<file path="src/hw/rtl/md5_pkg.sv">
// Shared types, round constants and helper functions for the MD5 byte stream core.
package md5_pkg;

  localparam logic [1:0] FUNC_ABSORB        = 2'd0;
  localparam logic [1:0] FUNC_ABSORB_FINISH = 2'd1;
  localparam logic [1:0] FUNC_FINISH        = 2'd2;

  localparam logic [7:0] PAD_MARK = 8'h80;
  localparam logic [5:0] LAST_POS = 6'd63;
  localparam logic [5:0] LEN_POS  = 6'd56;

  localparam logic [31:0] IV0 = 32'h67452301;
  localparam logic [31:0] IV1 = 32'hefcdab89;
  localparam logic [31:0] IV2 = 32'h98badcfe;
  localparam logic [31:0] IV3 = 32'h10325476;

  localparam logic [31:0] K_TABLE [64] = '{
    32'd3614090360, 32'd3905402710, 32'd606105819,  32'd3250441966,
    32'd4118548399, 32'd1200080426, 32'd2821735955, 32'd4249261313,
    32'd1770035416, 32'd2336552879, 32'd4294925233, 32'd2304563134,
    32'd1804603682, 32'd4254626195, 32'd2792965006, 32'd1236535329,
    32'd4129170786, 32'd3225465664, 32'd643717713,  32'd3921069994,
    32'd3593408605, 32'd38016083,   32'd3634488961, 32'd3889429448,
    32'd568446438,  32'd3275163606, 32'd4107603335, 32'd1163531501,
    32'd2850285829, 32'd4243563512, 32'd1735328473, 32'd2368359562,
    32'd4294588738, 32'd2272392833, 32'd1839030562, 32'd4259657740,
    32'd2763975236, 32'd1272893353, 32'd4139469664, 32'd3200236656,
    32'd681279174,  32'd3936430074, 32'd3572445317, 32'd76029189,
    32'd3654602809, 32'd3873151461, 32'd530742520,  32'd3299628645,
    32'd4096336452, 32'd1126891415, 32'd2878612391, 32'd4237533241,
    32'd1700485571, 32'd2399980690, 32'd4293915773, 32'd2240044497,
    32'd1873313359, 32'd4264355552, 32'd2734768916, 32'd1309151649,
    32'd4149444226, 32'd3174756917, 32'd718787259,  32'd3951481745
  };

  localparam logic [4:0] S_TABLE [16] = '{
    5'd7, 5'd12, 5'd17, 5'd22, 5'd5, 5'd9, 5'd14, 5'd20,
    5'd4, 5'd11, 5'd16, 5'd23, 5'd6, 5'd10, 5'd15, 5'd21
  };

  typedef struct packed {
    logic start;
    logic reinit;
  } md5_cmd_t;

  function automatic logic [3:0] msg_index(input logic [5:0] rnd);
    logic [3:0] r;
    logic [3:0] g;
    begin
      r = rnd[3:0];
      case (rnd[5:4])
        2'd0: g = r;
        2'd1: g = 4'((r << 2) + r + 4'd1);
        2'd2: g = 4'((r << 1) + r + 4'd5);
        2'd3: g = 4'((r << 3) - r);
        default: g = r;
      endcase
      return g;
    end
  endfunction

  function automatic logic [31:0] rotl32(input logic [31:0] x, input logic [4:0] s);
    logic [63:0] t;
    begin
      t = {x, x} << s;
      return t[63:32];
    end
  endfunction

  function automatic logic [31:0] bswap32(input logic [31:0] x);
    return {x[7:0], x[15:8], x[23:16], x[31:24]};
  endfunction

endpackage

</file>
<file path="src/hw/rtl/md5_buf_mem.sv">
// Block buffer: 16 x 32-bit synchronous memory, byte-lane write, registered word read.
module md5_buf_mem (
  input  logic        clk,
  input  logic        we,
  input  logic [5:0]  waddr,
  input  logic [7:0]  wbyte,
  input  logic [3:0]  raddr,
  output logic [31:0] rdata
);

  logic [31:0] mem [16];

  always_ff @(posedge clk) begin
    if (we) begin
      mem[waddr[5:2]][{waddr[1:0], 3'b000} +: 8] <= wbyte;
    end
  end

  always_ff @(posedge clk) begin
    rdata <= mem[raddr];
  end

endmodule

</file>
<file path="src/hw/rtl/md5_compress.sv">
// Round engine: one MD5 round per cycle over words fetched from the block buffer.
module md5_compress (
  input  logic                 clk,
  input  logic                 rst,
  input  md5_pkg::md5_cmd_t    cmd,
  input  logic [31:0]          rd_word,
  output logic [3:0]           rd_addr,
  output logic                 done,
  output logic [3:0][31:0]     chain
);
  import md5_pkg::*;

  logic             running;
  logic             adding;
  logic [5:0]       rnd;
  logic [31:0]      a, b, c, d;
  logic [31:0]      f;
  logic [31:0]      b_next;
  logic [3:0][31:0] h;

  assign chain = h;
  assign rd_addr = cmd.start ? 4'd0 : msg_index(6'(rnd + 6'd1));

  always_comb begin
    case (rnd[5:4])
      2'd0: f = (b & c) | (~b & d);
      2'd1: f = (b & d) | (c & ~d);
      2'd2: f = b ^ c ^ d;
      2'd3: f = c ^ (b | ~d);
      default: f = b ^ c ^ d;
    endcase
    b_next = b + rotl32(a + f + K_TABLE[rnd] + rd_word, S_TABLE[{rnd[5:4], rnd[1:0]}]);
  end

  always_ff @(posedge clk) begin
    if (rst) begin
      running <= 1'b0;
      adding  <= 1'b0;
      done    <= 1'b0;
      rnd     <= '0;
      h       <= {IV3, IV2, IV1, IV0};
    end else begin
      done <= adding && !cmd.start && !running;
      if (cmd.reinit) begin
        h <= {IV3, IV2, IV1, IV0};
      end
      if (cmd.start) begin
        running <= 1'b1;
        rnd     <= '0;
      end else if (running) begin
        rnd <= rnd + 6'd1;
        if (rnd == LAST_POS) begin
          running <= 1'b0;
          adding  <= 1'b1;
        end
      end else if (adding) begin
        adding <= 1'b0;
        h[0]   <= h[0] + a;
        h[1]   <= h[1] + b;
        h[2]   <= h[2] + c;
        h[3]   <= h[3] + d;
      end
    end
  end

  always_ff @(posedge clk) begin
    if (cmd.start) begin
      a <= h[0];
      b <= h[1];
      c <= h[2];
      d <= h[3];
    end else if (running) begin
      a <= d;
      d <= c;
      c <= b;
      b <= b_next;
    end
  end

endmodule

</file>
<file path="src/hw/rtl/md5_byte_stream_hash_core.sv">
// MD5 byte stream core: beat control, padding sequencer and digest output register.
// An absorb beat writes one byte; a byte that fills a block also starts its compression.
// A finish writes the pad bytes one per cycle and compresses one or two blocks, one
// round per cycle; the digest is then registered once the output register is free.
// s_tready is high only while no byte, pad, compression or digest output work is pending.
// Synchronous reset restores the initial chaining words and clears the bit count.
module md5_byte_stream_hash_core (
  input  logic         clk,
  input  logic         rst,
  input  logic         s_tvalid,
  output logic         s_tready,
  input  logic [15:0]  s_tdata,   // func[1:0], data_byte[9:2], zero[15:10]
  output logic         m_tvalid,
  input  logic         m_tready,
  output logic [127:0] m_tdata    // digest_first_half[63:0], digest_second_half[127:64]
);
  import md5_pkg::*;

  localparam logic [1:0] ST_IDLE = 2'd0;
  localparam logic [1:0] ST_PAD  = 2'd1;
  localparam logic [1:0] ST_COMP = 2'd2;
  localparam logic [1:0] ST_OUT  = 2'd3;

  logic [1:0]       state;
  logic [63:0]      bit_count;
  logic [5:0]       p;
  logic             fin;
  logic             pad_first;
  logic             final_blk;
  logic             out_valid;
  logic [127:0]     out_data;

  logic [1:0]       func;
  logic [7:0]       data_byte;
  logic             take;
  logic             absorb;
  logic             finreq;
  logic [5:0]       pos;
  logic             out_free;
  logic             mem_we;
  logic [5:0]       mem_waddr;
  logic [7:0]       mem_wbyte;
  logic [7:0]       pad_byte;
  logic [3:0]       rd_addr;
  logic [31:0]      rd_word;
  logic             done;
  logic [3:0][31:0] chain;
  md5_cmd_t         cmd;

  assign func      = s_tdata[1:0];
  assign data_byte = s_tdata[9:2];
  assign s_tready  = (state == ST_IDLE);
  assign take      = s_tvalid && s_tready;
  assign absorb    = take && (func == FUNC_ABSORB || func == FUNC_ABSORB_FINISH);
  assign finreq    = take && (func == FUNC_ABSORB_FINISH || func == FUNC_FINISH);
  assign pos       = bit_count[8:3];
  assign out_free  = !out_valid || m_tready;
  assign m_tvalid  = out_valid;
  assign m_tdata   = out_data;

  always_comb begin
    if (pad_first) begin
      pad_byte = PAD_MARK;
    end else if (final_blk && p >= LEN_POS) begin
      pad_byte = bit_count[{p[2:0], 3'b000} +: 8];
    end else begin
      pad_byte = 8'd0;
    end
    mem_we    = absorb || (state == ST_PAD);
    mem_waddr = (state == ST_PAD) ? p : pos;
    mem_wbyte = (state == ST_PAD) ? pad_byte : data_byte;
    cmd.start  = (absorb && pos == LAST_POS) || (state == ST_PAD && p == LAST_POS);
    cmd.reinit = (state == ST_OUT) && out_free;
  end

  md5_buf_mem u_mem (
    .clk   (clk),
    .we    (mem_we),
    .waddr (mem_waddr),
    .wbyte (mem_wbyte),
    .raddr (rd_addr),
    .rdata (rd_word)
  );

  md5_compress u_comp (
    .clk     (clk),
    .rst     (rst),
    .cmd     (cmd),
    .rd_word (rd_word),
    .rd_addr (rd_addr),
    .done    (done),
    .chain   (chain)
  );

  always_ff @(posedge clk) begin
    if (rst) begin
      state     <= ST_IDLE;
      bit_count <= '0;
      p         <= '0;
      fin       <= 1'b0;
      pad_first <= 1'b0;
      final_blk <= 1'b0;
      out_valid <= 1'b0;
    end else begin
      if (state == ST_OUT && out_free) begin
        out_valid <= 1'b1;
      end else if (out_valid && m_tready) begin
        out_valid <= 1'b0;
      end
      case (state)
        ST_IDLE: begin
          if (absorb) begin
            bit_count <= bit_count + 64'd8;
          end
          if (finreq) begin
            fin       <= 1'b1;
            pad_first <= 1'b1;
            final_blk <= 1'b0;
            p         <= absorb ? 6'(pos + 6'd1) : pos;
          end
          if (absorb && pos == LAST_POS) begin
            state <= ST_COMP;
          end else if (finreq) begin
            state <= ST_PAD;
          end
        end
        ST_PAD: begin
          if (pad_first) begin
            pad_first <= 1'b0;
            final_blk <= (p < LEN_POS);
          end
          p <= p + 6'd1;
          if (p == LAST_POS) begin
            state <= ST_COMP;
          end
        end
        ST_COMP: begin
          if (done) begin
            if (!fin) begin
              state <= ST_IDLE;
            end else if (pad_first) begin
              state <= ST_PAD;
            end else if (final_blk) begin
              state <= ST_OUT;
            end else begin
              final_blk <= 1'b1;
              state     <= ST_PAD;
            end
          end
        end
        ST_OUT: begin
          if (out_free) begin
            bit_count <= '0;
            fin       <= 1'b0;
            state     <= ST_IDLE;
          end
        end
        default: state <= ST_IDLE;
      endcase
    end
  end

  always_ff @(posedge clk) begin
    if (state == ST_OUT && out_free) begin
      out_data <= {bswap32(chain[2]), bswap32(chain[3]),
                   bswap32(chain[0]), bswap32(chain[1])};
    end
  end

endmodule

</file>
<file path="config.mk">
export PLATFORM = sky130hd
export DESIGN_NAME = md5_byte_stream_hash_core
export DESIGN_NICKNAME = d
export VERILOG_FILES = /design/src/hw/rtl/md5_pkg.sv /design/src/hw/rtl/md5_buf_mem.sv /design/src/hw/rtl/md5_compress.sv /design/src/hw/rtl/md5_byte_stream_hash_core.sv
export SDC_FILE = /design/constraint.sdc
export NUM_CORES = 2
export LEC_CHECK = 0
export BUFFER_PORTS_ARGS = -buffer_cell sky130_fd_sc_hd__buf_2
export CORE_UTILIZATION = 30
export DETAILED_ROUTE_END_ITERATION = 10
export HOLD_SLACK_MARGIN = 0.08
export PLACE_DENSITY = 0.53
export SYNTH_ARGS = -nofsm -noshare
export SYNTH_HDL_FRONTEND = slang
export SYNTH_SLANG_ARGS = --single-unit
</file>
<file path="constraint.sdc">
create_clock -name clk -period 10.5 [get_ports clk]
set_input_delay 0.525 -clock clk [delete_from_list [all_inputs] [get_ports clk]]
set_output_delay 0.525 -clock clk [all_outputs]
set_load 0.02 [all_outputs]
</file>
==> results by group <==
Timing
  • Crit share post-route: 95.9%
  • RSZ-0062 raised after global routing: no
  • Max transition margin: 17.2%
  • F_max: 99.3 MHz
  • Final Hold Violating Endpoints: 0
  • Worst Tran Pin Value: 1.24 ns
  • Hold WS: 0.224 ns
  • Final period demand of the worst path: 10.07 ns
  • Setup TNS: 0 ns
  • Slew Limit Fails: 0
  • Clock Skew: 0.0602 ns
  • Final setup vio count: 0

Worst setup path
  • Critical Path Max Stage Delay: 0.50 ns
  • Crit Path Class: reg2reg
  • Startpoint Class: register
  • Worst-path maximum fanout: 12
  • CP delay by family, top: compound AO/OA/AOI/OAI gates
  • Slowest CP cell: a221oi_1
  • Most used cell, CP: o21ai_0
  • CP Capture Type: register
  • Worst endpoint required time: 10.95 ns
  • Worst path arrival time: 10.52 ns
  • CP bufs+invs: 5

Die
  • Boundary pin count: 150
  • Row cnt: 160
  • Effective utilization at floorplan: 30.2%
  • Die Ht: 439 microns
  • Core ar.: 0.190 sq mm
  • Die W: 439 microns
  • DIE AREA: 0.193 sq mm

Clocking
  • H-Tree Depth: 3
  • Clock-pin transition on the worst setup and hold timing paths: 0.06 ns
  • TritonCTS Buffers: 106
  • Postcts setup bufs: 0
  • CTS tree: done
  • CTS Sinks: 1010
  • Clk Latency, worst-skew pair: 0.77 ns
  • Clock root cell: clkbuf_16
  • CTS max path bufs: 3

Drt
  • Drt wl/cell: 22.2 microns
  • Vias per cell: 5.32
  • DR pass1 iterations: 6
  • DRC: 0
  • Antenna viol nets, final: 0
  • 1st-iter DRT viols: 4061
  • WL final: 188 mm
  • Vias: 45200

Yosys
  • Syn avg cell area: 9.90 sq um
  • Dominant cell type by area after synthesis: edfxtp_1
  • Syn. warnings: 0
  • Post-synthesis sequential area ratio: 48.7%
  • Number of synthesized flops with an enable pin: 768
  • Area share of the largest cell type after synthesis: 40.2%
  • Cell variety after synth: 96
  • Synth Instances: 5788
  • Prevailing post-synth register cell: edfxtp_1
  • Most common library cells after synthesis: nand2_1 (830), edfxtp_1 (768), nor2_1 (438)
  • Top cells by area, synth: edfxtp_1 (40%), dfxtp_1 (8.5%), nand2_1 (5.4%)
  • Most common cell in the netlist: nand2_1
  • Async SR Flop Fraction: 0%
  • Cell Area, Synth: 0.0573 sq mm
  • Mapped Nets: 6101
  • Synth Register Bits: 1010

GRT
  • Total gr overflow: 0
  • Initial antenna violation count: 6
  • Total track usage: 18.9%
  • Pin count of the biggest net entering global routing: 149
  • First-pass GRT wire length: 276 mm
  • Vias in the first global route: 42600

Placed design
  • # placed instances: 8280
  • Input/output buffers: 143
  • Routability Congestion: 0.965
  • Post-DP HPWL: 133 mm

Finish
  • Share of layout cells above drive strength 1: 10.7%
  • Layout Cells excl Fill: 8482
  • Fill cell count: 19300
  • Area delta synth->final: 13.9%
  • Final net count: 6190

Pwr
  • Max VDD drop: 0.141 mV
  • PwrDens: 138 mW/mm^2
  • Lkg Pwr: 23.5 nW

Status
  • Status: completed

Flow run
  • Maxcap violations: 0

Min path
  • HP Class: in2reg
==> repair_timing <==
item	CTS	global route
gates resized for setup	0	1
endpoints found under the hold margin	0	0
setup endpoints to repair	0	1
hold buffers	0	0
==> kinds of logic after synthesis <==
logic type	Yosys count	share of synthesized area [%]
simple gates	1894	14.7
compound gates	1556	17.6
flops	1010	48.7
buf+inv	602	4.03
fa+ha+maj	322	7.79
xor+xnor	251	3.89
mux	153	3.30
==> registers in the layout, summed over array words and instances, names as in the netlist <==
signal and count:
u_comp.a 32, fin 1, u_comp.b 32, u_comp.chain 128, bit_count 61, u_mem.mem 512, pad_first 1, u_mem.rdata 32
u_comp.done 1, u_comp.c 32, m_tvalid 1, state 2, final_blk 1, u_comp.running 1, u_comp.rnd 6, m_tdata 128
p 6, u_comp.adding 1, u_comp.d 32
==> metal layers <==
layer  routed length [microns]  up-vias  GRT usage [%]
met2                     87500     1395           30.7
met1                     84100    22100           25.8
met5                         0        -              0
li1                          -    21300              -
met3                      9930      290           2.29
met4                      6640        0           6.62
==> worst min-delay path: stages <==
cell and delay [ns]:
buf_2 0.07, nand2b_1 0.22, a21oi_1 0.10
==> cell type report <==
class / count / area [sq um] / share of cell area (%)
clock buffers: 134 / 2890 / 4.43
diodes: 1 / 2.50 / 0.00383
inverters: 264 / 1000 / 1.54
clock inverters: 67 / 943 / 1.45
flip-flops and latches: 1010 / 27900 / 42.8
repair buffers: 319 / 2160 / 3.31
well taps: 2511 / 3140 / 4.81
multi-input cells: 4176 / 27200 / 41.7
==> worst paths after layout <==
check	from	end	slack [ns]	cells after the start
max	u_comp.rnd[0]	u_comp.b[30]	0.43	39
min	m_tready	m_tvalid	0.22	3
max reg2reg	u_comp.rnd[0]	u_comp.b[30]	0.43	39
min reg2reg	u_comp.chain[1]	m_tdata[57]	0.47	0
==> layout by cell type (no fill, tap or decap), drive strengths merged, types with 68 or more instances in the layout <==
| master | count |
|---|---|
| o21ai | 304 |
| nor3 | 116 |
| buf | 319 |
| xor2 | 132 |
| a211oi | 204 |
| xnor2 | 118 |
| nand3 | 143 |
| mux2i | 96 |
| edfxtp | 768 |
| ha | 225 |
| a311oi | 80 |
| fa | 68 |
| and2 | 145 |
| a31oi | 173 |
| a21o | 83 |
| dfxtp | 242 |
| clkbuf | 134 |
| inv | 262 |
| nor2 | 440 |
| a21oi | 408 |
| nand2 | 831 |
==> report_power, final <==
part / internal, mW / switching, mW
registers: 4.41 / 0.0261
logic: 0.0945 / 0.397
clock network: 2.41 / 1.70
total: 6.91 / 2.12
==> stage by stage <==
stage	util [%]	power (mW)	worst slack [ns]	cell area, sq um
final	34.4	9.04	0.431	65300
after floorplan	-	4.82	1.29	57300
after CTS	34.4	9.11	0.290	65300
after global routing	34.4	9.29	0.0293	65300
after global placement	32.3	5.00	0.315	61400
after detailed placement	32.3	5.01	0.371	61400
No activity file was read; power rests on OpenSTA's default activity.
